--- src/vtp_pkg.sv ---
// shared types and constants of the vertex transform with perspective divide
package vtp_pkg;

  localparam int unsigned NumRegs    = 8;
  localparam int unsigned CfgIdxW    = 4;
  localparam int unsigned CfgDataW   = 64;
  localparam int unsigned QueueDepth = 4;
  localparam int unsigned DivSteps   = 48;
  localparam logic [31:0] OneQ16     = 32'h0001_0000;
  localparam logic [31:0] SatMax     = 32'h7fff_ffff;
  localparam logic [31:0] SatMin     = 32'h8000_0000;

  // identity matrix after reset
  localparam logic [NumRegs-1:0][CfgDataW-1:0] CfgReset = {
    64'h0001_0000_0000_0000, 64'h0, 64'h0000_0000_0001_0000, 64'h0,
    64'h0, 64'h0001_0000_0000_0000, 64'h0, 64'h0000_0000_0001_0000
  };

  typedef struct packed {
    logic signed [31:0] px;
    logic signed [31:0] py;
    logic signed [31:0] pz;
  } in_t;

  typedef struct packed {
    logic signed [31:0] tx;
    logic signed [31:0] ty;
    logic signed [31:0] tz;
  } out_t;

  // transformed point between front and back
  typedef struct packed {
    logic [2:0][31:0] v;
    logic [31:0]      w;
    logic             dv;
  } xfm_t;

  // queue handshake toward the front
  typedef struct packed {
    logic push;
    logic full;
  } qwr_t;

  // queue handshake toward the back
  typedef struct packed {
    logic pop;
    logic empty;
  } qrd_t;

endpackage

--- src/vtp_queue.sv ---
// short queue between front and back
module vtp_queue #(
  parameter int unsigned Depth = vtp_pkg::QueueDepth
) (
  input  logic           clk_i,
  input  logic           rst_ni,
  output vtp_pkg::qwr_t  wr_o,
  input  logic           push_i,
  input  vtp_pkg::xfm_t  data_i,
  output vtp_pkg::qrd_t  rd_o,
  input  logic           pop_i,
  output vtp_pkg::xfm_t  data_o
);
  import vtp_pkg::*;

  localparam int unsigned PtrW = $clog2(Depth);
  localparam int unsigned CntW = $clog2(Depth + 1);

  xfm_t            mem_q [Depth];
  logic [PtrW-1:0] wp_q, rp_q;
  logic [CntW-1:0] cnt_q;

  assign wr_o.full  = cnt_q == CntW'(Depth);
  assign wr_o.push  = push_i;
  assign rd_o.empty = cnt_q == '0;
  assign rd_o.pop   = pop_i;
  assign data_o     = mem_q[rp_q];

  // pointers and fill count
  always_ff @(posedge clk_i or negedge rst_ni) begin
    if (!rst_ni) begin
      wp_q  <= '0;
      rp_q  <= '0;
      cnt_q <= '0;
    end else begin
      if (push_i) wp_q <= (wp_q == PtrW'(Depth-1)) ? '0 : wp_q + 1'b1;
      if (pop_i)  rp_q <= (rp_q == PtrW'(Depth-1)) ? '0 : rp_q + 1'b1;
      if (push_i && !pop_i)      cnt_q <= cnt_q + 1'b1;
      else if (pop_i && !push_i) cnt_q <= cnt_q - 1'b1;
    end
  end

  // storage
  always_ff @(posedge clk_i) begin
    if (push_i) mem_q[wp_q] <= data_i;
  end

endmodule

--- config.mk ---
export PLATFORM = sky130hd
export DESIGN_NAME = vtp_queue
export DESIGN_NICKNAME = d
export VERILOG_FILES = /design/src/vtp_pkg.sv /design/src/vtp_queue.sv
export SDC_FILE = /design/constraint.sdc
export NUM_CORES = 1
export LEC_CHECK = 0
export BUFFER_PORTS_ARGS = -buffer_cell sky130_fd_sc_hd__buf_2
export CAP_MARGIN = 20
export CELL_PAD_IN_SITES_DETAIL_PLACEMENT = 0
export CELL_PAD_IN_SITES_GLOBAL_PLACEMENT = 1
export CORE_MARGIN = 4
export CORE_UTILIZATION = 40
export CTS_CLUSTER_SIZE = 24
export DETAILED_ROUTE_END_ITERATION = 6
export GPL_TIMING_DRIVEN = 0
export HOLD_SLACK_MARGIN = 0.02
export PLACE_DENSITY_LB_ADDON = 0.1
export RECOVER_POWER = 100
export SLEW_MARGIN = 25
export SYNTH_ARGS = -nofsm -noshare
export SYNTH_HDL_FRONTEND = slang
export SYNTH_SLANG_ARGS = --single-unit
--- constraint.sdc ---
create_clock -name clk_i -period 3.8 [get_ports clk_i]
set_input_delay 0.95 -clock clk_i [delete_from_list [all_inputs] [get_ports clk_i]]
set_output_delay 0.95 -clock clk_i [all_outputs]
set_load 0.01 [all_outputs]
==> Word-level counts from Yosys, hierarchy flattened <==
Memories as Yosys holds them, arrays and structs flattened.
Cells that the tools add are included.
{ "classes": {"addsub": 4, "n_eq_ne": 3, "muxes": 6, "n_reduce_logical": 6} }
{ "op_table": {"columns": ["op", "count"], "rows": [
  ["$mux 3", 2],
  ["$add 2x1->2 const B", 2],
  ["$eq 2x2->1 const B", 2],
  ["$mux 2", 2],
  ["$add 3x1->3 const B", 1],
  ["$eq 3x3->1 const B", 1],
  ["$logic_not 3->1", 1],
  ["$sub 3x1->3 const B", 1],
  ["$logic_and 1x1->1", 2],
  ["$logic_not 1->1", 2],
  ["$mux 1", 2],
  ["$reduce_bool 2->1", 1]
]} }
{ "word_totals": {"ff_bits": 7, "ramBits": 516, "inputBits": 133, "out_inout_bits": 133, "word_cells": 23, "mem_count": 1} }
{ "mem_list": {"columns": ["memory", "depth", "word_bits", "rd", "rd_clocked_by_memory_dff", "wr", "line", "rtl"], "rows": [
  ["mem_q", 4, 129, 1, 0, 1, "vtp_queue.sv:19", "xfm_t mem_q [Depth];"]
]} }

==> Longest topological paths before layout <==
{ "depth": {"depth_word": 4, "mapped_depth": 7, "ltp_nobuf": 7} }

==> Worst setup path after synthesis <==
OpenSTA, ideal clock, no wires.
{ "synth_timing": {"path_kind": "input-to-reg", "startpoint": "input port push_i", "endpoint": "memory mem_q[0][0] (netlist name) (enable)", "setup_ps": 503, "arrival_time_ps": 3905, "t_required_ps": 3297, "setup_slack_ps": -608, "cell_stages": 1, "path_buffers": 0, "cell_sequence": "and2_1"} }
{ "synth_between": {"elab_chain_cells": 2} }
{ "synth_rtl": {"columns": ["element", "line", "rtl"], "rows": [
  ["start, declared", "vtp_queue.sv:8", "input logic push_i,"],
  ["$mux 1", "vtp_queue.sv:45", "if (push_i) mem_q[wp_q] <= data_i;"],
  ["$mux 1 (implied by the code)", "vtp_queue.sv:45", null],
  ["end, declared", "vtp_queue.sv:19", null]
]} }
Every way passes these cells.

==> impl_results.md <==
* Outcome: finished, violations left
* Failing checks: max-capacitance violations, max-slew violations
* Finished Cell Area at 22600 um2
* Combinational family with the most area after synthesis: multiplexers
* Vias in the first global route at 8923
* Clk Latency, worst-skew pair at 580 ps
* Critical path fanouts, max at 10
* Primary FF master, synth: edfxtp_1
* Crit path kind: reg2out
* # H-tree levels at 2
* Synth top cells by count: edfxtp_1, mux4_2, buf_2, buf_6, dfrtp_1
* Syn nets at 853
* LEAKAGE at 7.13 nW
* Clock transition at the registers of the reported paths at 60 ps
* Routed vias at 8505
* Cell Area, Placed at 21400 um2
* Cell Rows at 79
* Final Wtd Congestion at 0.658
* Most frequent cell after synthesis: edfxtp_1
* Initial Util at 40.6%
* CTS Hold Buffers Added at 0
* Top Ports at 266
* Syn_area_per_cell at 26.7 um2
* Final setup viols at 0
* Area of the mapped netlist at 19000 um2
* Pint at 12.3 mW
* Post-CTS setup buffers at 0
* Die width at 226 um
* First-pass GRT wire length at 57300 um
* Root Driver: clkbuf_16
* Netlist cell types at 20
* Post-Synth Simple-Gate Area at 0.296%
* Sequential Power Share at 43.8%
* Worst min-delay path class: in2async
* Share of power burned in the clock network at 28.1%
* Share of layout cells above drive strength 1 at 23.5%
* Synth top area share at 81.4%
* Post-synth EDFFs at 516
* Worst-case clock buffer depth at 3
* Multiplexer area fraction after synthesis at 15.4%
* Adder-cell share of the synthesized area at 0.499%
* Seq/Total Area, Yosys at 82.3%
* Most frequent CP cell: clkbuf_2
* Starting DRT DRC Count at 551
* Die area at 51200 um2
* Crit-path max cell delay at 440 ps
* Drt pass-1 iters at 4
* Placed insts at 1597
* Final net count at 1186
* # clock sinks at 523
* Max-Cap Viols at 2
* Flops & latches, synth at 523
* Rel. slew slack at -27.1%
* Max frequency at 299 MHz
* Worst vdd ir at 0.000417 V
* Setup tns final at 0 ps
* Routed Antenna Nets at 0
* Cell area power density at 767 nW/um2
* RSZ-0062 raised after global routing: false
* CTS tree: done
* CP Cell Sequence: clkbuf_2 > clkbuf_2 > mux4_2 > clkbuf_1
* DRT Wirelength at 38800 um
* Combinational share of power at 28.1%
* FFs w/ async S/R, synth at 1.34%
* Overall routing resource usage at 15.0%
* Req. time, crit path at 2850 ps
* Top post-synthesis cells by area: edfxtp_1, mux4_2, dfrtp_1
* Final core utilization at 48.3%
* Non-Filler Instances at 1696
* Syn-to-layout area delta at 18.7%
* Crit path DAT at 2390 ps
* Multi-input combinational cell area at 3130 um2
* Total Power at 17.3 mW
* CP Capture Type: output port
* HPWL after detailed placement at 24200 um
* Wire per inst at 22.9 um
* Vias per cell at 5.01
* Post-synthesis compound-gate area fraction at 0.0526%
* Psw at 5.03 mW
* Final clock skew at 13.7 ps
* Critical-path top delay cell: dfrtp_1
* Dominant cell type by area after synthesis: edfxtp_1
* Net Sw Frac at 29.0%
* Register Area at 15700 um2
* Slew Limit Fails at 51
* Gr ovfl total at 0
* Die Y-Extent at 226 um
* Hold Violations, Final at 0
* Initial antenna violation count at 2
* Ys Warns at 0
* Tcrit/Tclk final at 87.9%
* Worst-Margin Slew at 1910 ps
* Core area at 46900 um2
* Mapped Cells at 713
* Drt drc at 0
* CTS buffer count at 54
* PortBufs at 265
* Min cycle time layout at 3340 ps
* CP Launch Type: flip-flop
* Largest net degree at the start of global routing at 42
* Post-Synth XOR/XNOR Area at 0.138%
* Layout fillers at 4005
==> what timing repair did <==
item / 4_1_cts / 5_1_grt
endpoints found under the setup margin: 0 / 10
gates resized for setup: 0 / 3
hold endpoints to repair: 0 / 0
==> cell usage in the layout (no fill, tap or decap), types with 4 or more instances in the layout <==
master and n:
clkbuf_16 55, mux4_2 129, clkinv_2 8, buf_2 26
inv_1 4, edfxtp_1 516, clkbuf_2 8, buf_4 4
dfrtp_1 7, ha_1 6, clkbuf_1 268, clkinv_1 13
buf_6 11
==> stage by stage <==
step / hold slack [ps] / worst slack (ps)
2_1_floorplan: 456 / 806
3_3_place_gp: 472 / -905
3_5_place_dp: 476 / 652
4_1_cts: 156 / 1.23
5_1_grt: 273 / 200
6_report: 267 / 461
==> layer usage <==
metal	wire, um	up-vias	part of all wire, %	track usage, %
met5	10	-	0.026	0
met1	16100	4482	42	20.0
li1	-	3764	-	-
met2	19800	201	51	24.8
met4	673	2	1.7	3.85
met3	2200	56	5.7	4.15
==> worst paths after layout <==
| check | cells past startpoint | to | from | slack [ps] |
|---|---|---|---|---|
| max | 4 | data_o[26] | rp_q[1] | 460 |
| min | 1 | cnt_q[2] | rst_ni | 270 |
| max reg2reg | 5 | mem_q[2][56] | wp_q[0] | 470 |
| min reg2reg | 1 | cnt_q[2] | cnt_q[2] | 490 |
| max in group asynchronous | 1 | cnt_q[0] | rst_ni | 3240 |
| min in group clk_i | 1 | cnt_q[2] | cnt_q[2] | 490 |
==> state kept, by name, indices dropped and copies added, names as in the netlist <==
name / flops
cnt_q: 3
rp_q: 2
wp_q: 2
mem_q: 516
==> logic make-up (layout without fill, tap and decap cells) <==
family          after synthesis  count (layout)
simple gates                 11              11
other cells                   0               3
fa+ha+maj                     7               7
flops                       523             523
buf+inv                      35             408
mux                         132             132
xor+xnor                      3               3
compound gates                2               2
==> cell type report <==
class                      instances  share of cell area (%)
buffer                            31                    1.03
multi-input combinational        155                    13.8
sequential                       523                    69.3
tap                              607                    3.36
timing repair buffer             277                    5.20
clock inverter                    25                   0.830
antenna                            3                  0.0332
clock buffer                      71                    6.35
inverter                           4                  0.0664
==> power groups by stage <==
stage	sequential (mW)	combinational (mW)	clock (mW)
floorplan	7.69	3.21	0
global placement	7.81	5.19	0
detailed placement	7.70	5.37	0
CTS	7.59	5.38	5.05
global route	7.67	5.31	5.31
finish	7.60	4.88	4.87
==> critical path, delay by kind of cell (launching register included) <==
family | cells | cell delay [ps]
buf+inv | 3 | 990
mux | 1 | 370
flops | 1 | 440
Note: power is estimated with default switching activity, not from simulation.
